$ cat src/rtl/spk_pkg.sv
// ----------------------------------------------------------------------------
// spk_pkg: shared types, codes and round functions
// Speck128/128 word rotates, one forward and one inverse round, register
// indexes, command and mode codes for the block cipher unit.
// ----------------------------------------------------------------------------
package spk_pkg;

  localparam int ROUNDS     = 32;
  localparam int WORD_W     = 64;
  localparam int CFG_ADDR_W = 2;

  localparam logic [CFG_ADDR_W-1:0] REG_KEY_LOW   = 2'd0;
  localparam logic [CFG_ADDR_W-1:0] REG_KEY_HIGH  = 2'd1;
  localparam logic [CFG_ADDR_W-1:0] REG_MODE      = 2'd2;
  localparam logic [CFG_ADDR_W-1:0] REG_DECRYPT   = 2'd3;

  localparam logic CMD_LOAD  = 1'b0;
  localparam logic CMD_BLOCK = 1'b1;

  localparam logic [1:0] MODE_ECB = 2'd0;
  localparam logic [1:0] MODE_CBC = 2'd1;
  localparam logic [1:0] MODE_OFB = 2'd2;

  typedef struct packed {
    logic [WORD_W-1:0] hi;
    logic [WORD_W-1:0] lo;
  } spk_pair_t;

  // Round unit control
  typedef struct packed {
    logic load;
    logic step;
    logic inverse;
  } spk_rctl_t;

  function automatic logic [WORD_W-1:0] ror8(input logic [WORD_W-1:0] v);
    return {v[7:0], v[WORD_W-1:8]};
  endfunction

  function automatic logic [WORD_W-1:0] rol8(input logic [WORD_W-1:0] v);
    return {v[WORD_W-9:0], v[WORD_W-1:WORD_W-8]};
  endfunction

  function automatic logic [WORD_W-1:0] rol3(input logic [WORD_W-1:0] v);
    return {v[WORD_W-4:0], v[WORD_W-1:WORD_W-3]};
  endfunction

  function automatic logic [WORD_W-1:0] ror3(input logic [WORD_W-1:0] v);
    return {v[2:0], v[WORD_W-1:3]};
  endfunction

  // x = (ror(x,8) + y) ^ k ; y = rol(y,3) ^ x
  function automatic spk_pair_t enc_round(input logic [WORD_W-1:0] x,
                                          input logic [WORD_W-1:0] y,
                                          input logic [WORD_W-1:0] k);
    spk_pair_t r;
    r.hi = (ror8(x) + y) ^ k;
    r.lo = rol3(y) ^ r.hi;
    return r;
  endfunction

  // y = ror(y ^ x, 3) ; x = rol((x ^ k) - y, 8)
  function automatic spk_pair_t dec_round(input logic [WORD_W-1:0] x,
                                          input logic [WORD_W-1:0] y,
                                          input logic [WORD_W-1:0] k);
    spk_pair_t r;
    r.lo = ror3(y ^ x);
    r.hi = rol8((x ^ k) - r.lo);
    return r;
  endfunction

endpackage

$ cat src/rtl/speck128_block_cipher_modes.sv
// ----------------------------------------------------------------------------
// speck128_block_cipher_modes: Speck128/128 unit with ECB, CBC and OFB
// Key schedule into a round key memory, one shared round, chaining logic.
// ----------------------------------------------------------------------------
// Usage:
//   Configuration: cfg_we writes cfg_wdata to register cfg_addr (0 key_low,
//   1 key_high, 2 cipher_mode, 3 decrypt_select). Write only while idle.
//   Requests enter on s_axis_*: tuser is the command (0 load chain, 1 block),
//   tdata the 128-bit block. Results leave on m_axis_* for block commands only.
//   A load request sets the chain and gives no result.
//   A block request is accepted in idle, primes the round key memory read,
//   runs 32 rounds on the shared round unit (one per cycle, keyed by the
//   memory's read port) and finishes the chaining; the next request is taken
//   once it is back in idle. The result enters the output register as it leaves the finish state.
//   The first block after reset or after a key write first runs the key
//   schedule in the expand state, one round key written per cycle.
//   Reset clears the configuration registers, the state, the chain, the output
//   valid flag and the keys-ready flag; the key memory holds nothing valid until the schedule has run.
//   The result sits in an output register; new requests are taken while it
//   waits. If the receiver still stalls when the next block finishes, hold
//   that block in the finish state until the register frees.
// ----------------------------------------------------------------------------
module speck128_block_cipher_modes #(
  parameter int ROUNDS = spk_pkg::ROUNDS
) (
  input  logic                             clk,
  input  logic                             rst,
  input  logic                             cfg_we,
  input  logic [spk_pkg::CFG_ADDR_W-1:0]   cfg_addr,
  input  logic [spk_pkg::WORD_W-1:0]       cfg_wdata,
  input  logic                             s_axis_tvalid,
  output logic                             s_axis_tready,
  input  logic [2*spk_pkg::WORD_W-1:0]     s_axis_tdata,  // word_low, word_high
  input  logic                             s_axis_tuser,  // command
  output logic                             m_axis_tvalid,
  input  logic                             m_axis_tready,
  output logic [2*spk_pkg::WORD_W-1:0]     m_axis_tdata   // out_low, out_high
);

  localparam int W  = spk_pkg::WORD_W;
  localparam int CW = $clog2(ROUNDS);
  localparam logic [CW-1:0] LAST = CW'(ROUNDS - 1);

  typedef enum logic [4:0] {
    ST_IDLE   = 5'b00001,
    ST_EXPAND = 5'b00010,
    ST_PRIME  = 5'b00100,
    ST_ROUND  = 5'b01000,
    ST_FINISH = 5'b10000
  } state_t;

  state_t state;
  state_t state_next;

  // Configuration registers
  logic [W-1:0] key_low;
  logic [W-1:0] key_high;
  logic [1:0]   cipher_mode;
  logic         decrypt_select;
  logic         keys_ready;

  // Chain and held request words
  logic [W-1:0] chain_low;
  logic [W-1:0] chain_high;
  logic [W-1:0] word_low;
  logic [W-1:0] word_high;

  logic [CW-1:0] cnt;
  logic [CW-1:0] rd_cnt;
  logic [CW-1:0] rd_addr;

  logic          accept;
  logic          exp_start;
  logic          exp_done;
  logic          key_we;
  logic [CW-1:0] key_waddr;
  logic [W-1:0]  key_wdata;
  logic [W-1:0]  rkey;

  spk_pkg::spk_rctl_t rctl;
  logic [W-1:0] init_hi;
  logic [W-1:0] init_lo;
  logic [W-1:0] res_hi;
  logic [W-1:0] res_lo;

  logic         inverse;
  logic         out_load;
  logic [W-1:0] out_low_next;
  logic [W-1:0] out_high_next;
  logic [W-1:0] out_low;
  logic [W-1:0] out_high;
  logic         out_valid;

  assign s_axis_tready = (state == ST_IDLE);
  assign accept        = s_axis_tvalid && s_axis_tready;
  assign exp_start     = accept && (s_axis_tuser == spk_pkg::CMD_BLOCK) && !keys_ready;

  // OFB runs the forward cipher in both directions
  assign inverse = decrypt_select && (cipher_mode != spk_pkg::MODE_OFB);

  // Configuration port; a key write drops the expanded keys
  always_ff @(posedge clk) begin
    if (rst) begin
      key_low        <= '0;
      key_high       <= '0;
      cipher_mode    <= spk_pkg::MODE_ECB;
      decrypt_select <= 1'b0;
    end else if (cfg_we) begin
      unique case (cfg_addr)
        spk_pkg::REG_KEY_LOW:  key_low        <= cfg_wdata;
        spk_pkg::REG_KEY_HIGH: key_high       <= cfg_wdata;
        spk_pkg::REG_MODE:     cipher_mode    <= cfg_wdata[1:0];
        spk_pkg::REG_DECRYPT:  decrypt_select <= cfg_wdata[0];
        default: ;
      endcase
    end
  end

  always_ff @(posedge clk) begin
    if (rst) begin
      keys_ready <= 1'b0;
    end else if (cfg_we && (cfg_addr == spk_pkg::REG_KEY_LOW ||
                            cfg_addr == spk_pkg::REG_KEY_HIGH)) begin
      keys_ready <= 1'b0;
    end else if (exp_done) begin
      keys_ready <= 1'b1;
    end
  end

  spk_key_exp #(.ROUNDS(ROUNDS)) u_key_exp (
    .clk      (clk),
    .rst      (rst),
    .start    (exp_start),
    .key_low  (key_low),
    .key_high (key_high),
    .we       (key_we),
    .waddr    (key_waddr),
    .wdata    (key_wdata),
    .done     (exp_done)
  );

  // Read one round ahead: prime fetches round 0, each round fetches the next
  assign rd_cnt  = (state == ST_ROUND) ? cnt + 1'b1 : cnt;
  assign rd_addr = inverse ? (LAST - rd_cnt) : rd_cnt;

  spk_key_mem #(.ROUNDS(ROUNDS)) u_key_mem (
    .clk   (clk),
    .we    (key_we),
    .waddr (key_waddr),
    .wdata (key_wdata),
    .raddr (rd_addr),
    .rdata (rkey)
  );

  // Cipher input per mode: CBC encrypt whitens with the chain, OFB ciphers it
  always_comb begin
    init_hi = word_high;
    init_lo = word_low;
    if (cipher_mode == spk_pkg::MODE_CBC && !decrypt_select) begin
      init_hi = word_high ^ chain_high;
      init_lo = word_low ^ chain_low;
    end else if (cipher_mode == spk_pkg::MODE_OFB) begin
      init_hi = chain_high;
      init_lo = chain_low;
    end
  end

  assign rctl.load    = (state == ST_PRIME);
  assign rctl.step    = (state == ST_ROUND);
  assign rctl.inverse = inverse;

  spk_round_unit u_round (
    .clk     (clk),
    .ctl     (rctl),
    .init_hi (init_hi),
    .init_lo (init_lo),
    .rkey    (rkey),
    .res_hi  (res_hi),
    .res_lo  (res_lo)
  );

  // Result per mode
  always_comb begin
    out_high_next = res_hi;
    out_low_next  = res_lo;
    if (cipher_mode == spk_pkg::MODE_CBC && decrypt_select) begin
      out_high_next = res_hi ^ chain_high;
      out_low_next  = res_lo ^ chain_low;
    end else if (cipher_mode == spk_pkg::MODE_OFB) begin
      out_high_next = word_high ^ res_hi;
      out_low_next  = word_low ^ res_lo;
    end
  end

  assign out_load = (state == ST_FINISH) && (!out_valid || m_axis_tready);

  // Sequencer
  always_comb begin
    state_next = state;
    unique case (state)
      ST_IDLE: begin
        if (accept && s_axis_tuser == spk_pkg::CMD_BLOCK) begin
          state_next = keys_ready ? ST_PRIME : ST_EXPAND;
        end
      end
      ST_EXPAND: begin
        if (exp_done) begin
          state_next = ST_PRIME;
        end
      end
      ST_PRIME: state_next = ST_ROUND;
      ST_ROUND: begin
        if (cnt == LAST) begin
          state_next = ST_FINISH;
        end
      end
      ST_FINISH: begin
        if (out_load) begin
          state_next = ST_IDLE;
        end
      end
      default: state_next = ST_IDLE;
    endcase
  end

  always_ff @(posedge clk) begin
    if (rst) begin
      state <= ST_IDLE;
      cnt   <= '0;
    end else begin
      state <= state_next;
      if (state == ST_PRIME) begin
        cnt <= '0;
      end else if (state == ST_ROUND) begin
        cnt <= cnt + 1'b1;
      end
    end
  end

  // Hold the request words for chaining and the OFB xor
  always_ff @(posedge clk) begin
    if (accept) begin
      word_low  <= s_axis_tdata[W-1:0];
      word_high <= s_axis_tdata[2*W-1:W];
    end
  end

  // Chain update: load command, CBC and OFB at block finish
  always_ff @(posedge clk) begin
    if (rst) begin
      chain_low  <= '0;
      chain_high <= '0;
    end else if (accept && s_axis_tuser == spk_pkg::CMD_LOAD) begin
      chain_low  <= s_axis_tdata[W-1:0];
      chain_high <= s_axis_tdata[2*W-1:W];
    end else if (out_load) begin
      if (cipher_mode == spk_pkg::MODE_CBC) begin
        chain_low  <= decrypt_select ? word_low : res_lo;
        chain_high <= decrypt_select ? word_high : res_hi;
      end else if (cipher_mode == spk_pkg::MODE_OFB) begin
        chain_low  <= res_lo;
        chain_high <= res_hi;
      end
    end
  end

  // Output register
  always_ff @(posedge clk) begin
    if (rst) begin
      out_valid <= 1'b0;
    end else if (out_load) begin
      out_valid <= 1'b1;
    end else if (m_axis_tready) begin
      out_valid <= 1'b0;
    end
  end

  always_ff @(posedge clk) begin
    if (out_load) begin
      out_low  <= out_low_next;
      out_high <= out_high_next;
    end
  end

  assign m_axis_tvalid = out_valid;
  assign m_axis_tdata  = {out_high, out_low};

`ifndef SYNTHESIS
  a_rounds_need_keys: assert property (@(posedge clk) disable iff (rst)
    (state == ST_ROUND || state == ST_PRIME) |-> keys_ready)
    else $error("round key read before the schedule completed");

  a_key_write_drops_keys: assert property (@(posedge clk) disable iff (rst)
    (cfg_we && (cfg_addr == spk_pkg::REG_KEY_LOW || cfg_addr == spk_pkg::REG_KEY_HIGH))
      |=> !keys_ready)
    else $error("keys still marked ready after a key write");

  a_schedule_in_expand: assert property (@(posedge clk) disable iff (rst)
    key_we == (state == ST_EXPAND))
    else $error("key schedule writes outside the expand state");

  a_finish_delivers: assert property (@(posedge clk) disable iff (rst)
    out_load |=> (m_axis_tvalid && state == ST_IDLE))
    else $error("finished block not placed in the output register");
`endif

endmodule

$ cat src/rtl/spk_key_mem.sv
// ----------------------------------------------------------------------------
// spk_key_mem: round key memory
// One write port, one read port with registered read data.
// ----------------------------------------------------------------------------
module spk_key_mem #(
  parameter int ROUNDS = spk_pkg::ROUNDS
) (
  input  logic                        clk,
  input  logic                        we,
  input  logic [$clog2(ROUNDS)-1:0]   waddr,
  input  logic [spk_pkg::WORD_W-1:0]  wdata,
  input  logic [$clog2(ROUNDS)-1:0]   raddr,
  output logic [spk_pkg::WORD_W-1:0]  rdata
);

  logic [spk_pkg::WORD_W-1:0] mem [ROUNDS];

  always_ff @(posedge clk) begin
    if (we) begin
      mem[waddr] <= wdata;
    end
    rdata <= mem[raddr];
  end

endmodule

$ cat src/rtl/spk_key_exp.sv
// ----------------------------------------------------------------------------
// spk_key_exp: key schedule sequencer
// Walks the key schedule one round a cycle and writes each round key.
// ----------------------------------------------------------------------------
module spk_key_exp #(
  parameter int ROUNDS = spk_pkg::ROUNDS
) (
  input  logic                        clk,
  input  logic                        rst,
  input  logic                        start,
  input  logic [spk_pkg::WORD_W-1:0]  key_low,
  input  logic [spk_pkg::WORD_W-1:0]  key_high,
  output logic                        we,
  output logic [$clog2(ROUNDS)-1:0]   waddr,
  output logic [spk_pkg::WORD_W-1:0]  wdata,
  output logic                        done
);

  localparam int CW = $clog2(ROUNDS);
  localparam logic [CW-1:0] LAST = CW'(ROUNDS - 1);

  logic [spk_pkg::WORD_W-1:0] a;
  logic [spk_pkg::WORD_W-1:0] b;
  logic [CW-1:0]              cnt;
  logic                       busy;
  spk_pkg::spk_pair_t         nxt;

  // The schedule step is a forward round keyed by the round number
  assign nxt   = spk_pkg::enc_round(b, a, spk_pkg::WORD_W'(cnt));
  assign we    = busy;
  assign waddr = cnt;
  assign wdata = a;
  assign done  = busy && (cnt == LAST);

  always_ff @(posedge clk) begin
    if (rst) begin
      busy <= 1'b0;
      cnt  <= '0;
    end else if (start) begin
      busy <= 1'b1;
      cnt  <= '0;
    end else if (busy) begin
      cnt <= cnt + 1'b1;
      if (cnt == LAST) begin
        busy <= 1'b0;
      end
    end
  end

  always_ff @(posedge clk) begin
    if (start) begin
      a <= key_low;
      b <= key_high;
    end else if (busy) begin
      a <= nxt.lo;
      b <= nxt.hi;
    end
  end

endmodule

$ cat src/rtl/spk_round_unit.sv
// ----------------------------------------------------------------------------
// spk_round_unit: shared cipher round
// Holds the block state and applies one forward or inverse round per step.
// ----------------------------------------------------------------------------
module spk_round_unit (
  input  logic                        clk,
  input  spk_pkg::spk_rctl_t          ctl,
  input  logic [spk_pkg::WORD_W-1:0]  init_hi,
  input  logic [spk_pkg::WORD_W-1:0]  init_lo,
  input  logic [spk_pkg::WORD_W-1:0]  rkey,
  output logic [spk_pkg::WORD_W-1:0]  res_hi,
  output logic [spk_pkg::WORD_W-1:0]  res_lo
);

  logic [spk_pkg::WORD_W-1:0] x;
  logic [spk_pkg::WORD_W-1:0] y;
  spk_pkg::spk_pair_t         fwd;
  spk_pkg::spk_pair_t         inv;

  assign fwd    = spk_pkg::enc_round(x, y, rkey);
  assign inv    = spk_pkg::dec_round(x, y, rkey);
  assign res_hi = x;
  assign res_lo = y;

  always_ff @(posedge clk) begin
    if (ctl.load) begin
      x <= init_hi;
      y <= init_lo;
    end else if (ctl.step) begin
      x <= ctl.inverse ? inv.hi : fwd.hi;
      y <= ctl.inverse ? inv.lo : fwd.lo;
    end
  end

endmodule
$ cat config.mk
export PLATFORM = sky130hd
export DESIGN_NAME = speck128_block_cipher_modes
export DESIGN_NICKNAME = d
export VERILOG_FILES = /design/src/rtl/spk_pkg.sv /design/src/rtl/speck128_block_cipher_modes.sv /design/src/rtl/spk_key_mem.sv /design/src/rtl/spk_key_exp.sv /design/src/rtl/spk_round_unit.sv
export SDC_FILE = /design/constraint.sdc
export NUM_CORES = 2
export LEC_CHECK = 0
export ABC_AREA = 0
export ABC_CLOCK_PERIOD_IN_PS = 7100
export BUFFER_PORTS_ARGS = -buffer_cell sky130_fd_sc_hd__clkbuf_2
export CAP_MARGIN = 20
export CORE_UTILIZATION = 57
export CTS_CLUSTER_DIAMETER = 120
export CTS_CLUSTER_SIZE = 24
export DETAILED_ROUTE_END_ITERATION = 10
export PLACE_DENSITY = 0.77
export SLEW_MARGIN = 30
export SYNTH_ARGS = -nofsm -noshare
export SYNTH_HDL_FRONTEND = slang
export SYNTH_SLANG_ARGS = --single-unit
$ cat constraint.sdc
create_clock -name clk -period 7.1 [get_ports clk]
set_clock_uncertainty 0.1 [all_clocks]
set_input_delay 0.71 -clock clk [delete_from_list [all_inputs] [get_ports clk]]
set_output_delay 0.71 -clock clk [all_outputs]
set_load 0.01 [all_outputs]
==> qor.yml <==
grt_util_all_layers_pct: 33.0
dieHeight_um: 479
grt_antenna_before_repair: 15
fin_cells: 12500
critPathMaxFanout: 103
tritoncts: "done"
yosysWarnings: 0
clkSinkCount: 2901
crit_arrival_ps: 5730
yosysSeqAreaShare_pct: 64.5
min_period_ps: 5190
post_dp_cell_area_um2: 135000
p_leak_uw: 0.0491
fmax_mhz: 193
post-place-ws_ps: 1950
setup_tns_ps: 0
cts-buffers-inserted: 141
final_area_um2: 142000
vdd.ir_drop.worst_v: 0.000286
required_ps: 7650
htreeDepth: 4
drive_above_1_share_pct: 15.4
tightest_slew_ps: 1200
worstSetupPathType: "reg -> reg"
vias: 83300
vias_per_cell: 6.65
finalCritPeriodShare_pct: 73.1
synth.ff_latch_count: 2901
power_frac_comb_pct: 24.6
post-route-drc-count: 0
dpl.cell_count: 12100
hold_viol_final: 0
synth_cell_types: 95
synth_most_common_cell: "edfxtp_1"
cts_root_buffer: "clkbuf_16"
yosys-top-cells-area: "edfxtp_1, mux4_2, dfxtp_1"
fin_util_pct: 62.9
ys.flop_type: "edfxtp_1"
grt_setup_unrepaired: "no"
critPathLaunchType: "flip-flop"
grt_overflow_total: 0
insertion_delay_ps: 880
slew-limit-headroom_pct: 19.8
synth.avg_cell_area_um2: 14.3
netlist_area_um2: 130000
num_rows: 174
yosys-top-cells-count: "edfxtp_1, nand2_1, a21oi_1"
synth_top_area_share_pct: 59.2
post_drt_wl_per_cell_um: 30.7
clock_path_buffers: 3
post_cts_buffers: 0
grt_max_degree: 201
drv_slew: 0
die-area_um2: 230000
cts_hold_buffers: 176
core_area_um2: 226000
p_sw_share_pct: 31.1
die_w_um: 479
synth_cells: 9098
dp_hpwl_mm: 238
fin_nets: 9806
synth-edff-count: 2560
worstHoldPathCells: 1
p_int_uw: 29200
drv_cap: 0
hp-class: "in -> reg"
portBuffers: 329
initial_core_util_pct: 57.5
status: "complete, no violations"
synth_nets: 9499
clkPwrFrac_pct: 22.1
io_pins: 330
drtPass1Iterations: 8
yosysTopAreaCell: "edfxtp_1"
power_density_nw_per_um2: 298
clkSlewWorstSetupHoldPaths_ps: 100
switchingPower_uw: 13200
place.gp.congestion: 0.998
syn_to_final_growth_pct: 9.42
p_seq_share_pct: 53.3
setup_slack_ps: 1910
grt_pass1_vias: 81800
totalWireLength_mm: 385
cts_repair_resize_count: 0
report.final.setup_viol: 0
crit_path_end_kind: "flip-flop"
ant_nets: 0
async_flop_share_pct: 0
grt_pass1_wl_mm: 552
rr_worst_depth: 11
first_iter_violations: 11300
[cells in the final DEF, fill, tap and decap left out, types with 16 or more instances in the layout]
cell type      netlist  routed
o211ai_1            71      71
buf_12               0      30
clkbuf_2             1     328
mux2_2             116     116
xnor2_1            481     477
o21ai_0            299     295
xor2_1             273     273
nor2b_1             19      16
o21a_1              30      30
and3_1             150     150
clkbuf_16            0     142
mux4_2             542     542
dfxtp_1            341     341
nor2_1             564     529
nand4_1             51      51
a21oi_1            762     762
dlygate4sd3_1        0     176
or3_1               22      22
a311oi_1           130     130
nand2_1           1118    1114
mux2i_1            114     114
buf_6                0      38
nand3_1             46      46
clkbuf_1           437      96
a21o_1             120     120
nor2_4               0      33
ha_1               198     197
nand2b_1            24      21
o31a_1              18      17
a211oi_1            64      64
o21bai_1            43      43
buf_4                2     117
edfxtp_1          2560    2560
inv_1               68      67
a31oi_1             26      26
nor3_1              60      60
o31ai_1             16      16
[critical path, cell delays in order, from the launching register on]
cell	delay, ps
dfxtp_1	340
inv_1	100
ha_4	610
nand2b_4	330
buf_4	710
xnor2_2	250
buf_12	630
buf_4	580
mux2i_1	200
nor2_1	170
a21oi_1	60
o21ai_0	760
[layout make-up]
type | instances | area (um^2)
Sequential cell | 2901 | 83700
Fill cell | 16100 | 83600
Multi-Input combinational cell | 5575 | 44000
Timing Repair Buffer | 718 | 5920
Clock buffer | 239 | 3920
Tap cell | 2992 | 3740
Clock inverter | 20 | 412
Inverter | 68 | 260
Antenna cell | 3 | 7.51
[sequential cells by signal, indices dropped and copies added (netlist names), 5 cells and up]
signal	flops
chain_low	64
out_low	64
state	5
word_low	64
word_high	64
u_round.res_hi	64
out_high	64
key_low	64
u_key_exp.waddr	5
u_key_mem.mem	2048
u_key_exp.wdata	64
key_high	64
u_key_mem.rdata	64
u_round.res_lo	64
chain_high	64
u_key_exp.b	64
cnt	5
[metrics by stage]
step           hold WS [ps]  total power (uW)
4_1_cts               0.402             42000
3_3_place_gp            344             32400
6_report               31.5             42300
2_1_floorplan           334             29200
5_1_grt                4.80             43700
3_5_place_dp            347             32800
[per-layer routing]
layer  track usage [%]  part of all wire [%]  vias to the layer above
li1                  -                     -                    35000
met4              13.9                   4.6                       10
met1              43.8                    37                    41800
met3              6.20                    11                      909
met5                 0                 0.017                        -
met2              53.8                    48                     5538
[kinds of logic after synthesis]
kind of cell             Yosys count  share of synthesized area [%]
adder cells (fa/ha/maj)          201                           1.96
AO/OA/AOI/OAI                   1717                           8.19
buffers and inverters            622                           1.87
flip-flops                      2901                           64.5
AND/OR/NAND/NOR                 2121                           6.92
multiplexers                     772                           11.3
XOR/XNOR                         764                           5.26
[final timing paths]
path                                                   from  slack, ps                     endpoint
worst max-delay path            cipher_mode[0]$_SDFFE_PP0P_       1910  u_key_mem.rdata[26]$_DFF_P_
worst min-delay path                       s_axis_tdata[52]         30       word_low[52]$_DFFE_PP_
worst max register to register  cipher_mode[0]$_SDFFE_PP0P_       1910  u_key_mem.rdata[26]$_DFF_P_
worst min register to register    key_high[11]$_SDFFE_PP0P_        360    key_high[11]$_SDFFE_PP0P_
[power groups by stage]
stage | clock network [uW] | registers (uW) | logic (uW)
after CTS | 9410 | 23000 | 9620
final | 9370 | 22600 | 10400
after detailed placement | 0 | 23300 | 9470
after floorplan | 0 | 23100 | 6060
after global placement | 0 | 23600 | 8830
after global routing | 9960 | 22600 | 11200
No activity file was read; power rests on OpenSTA's default activity.
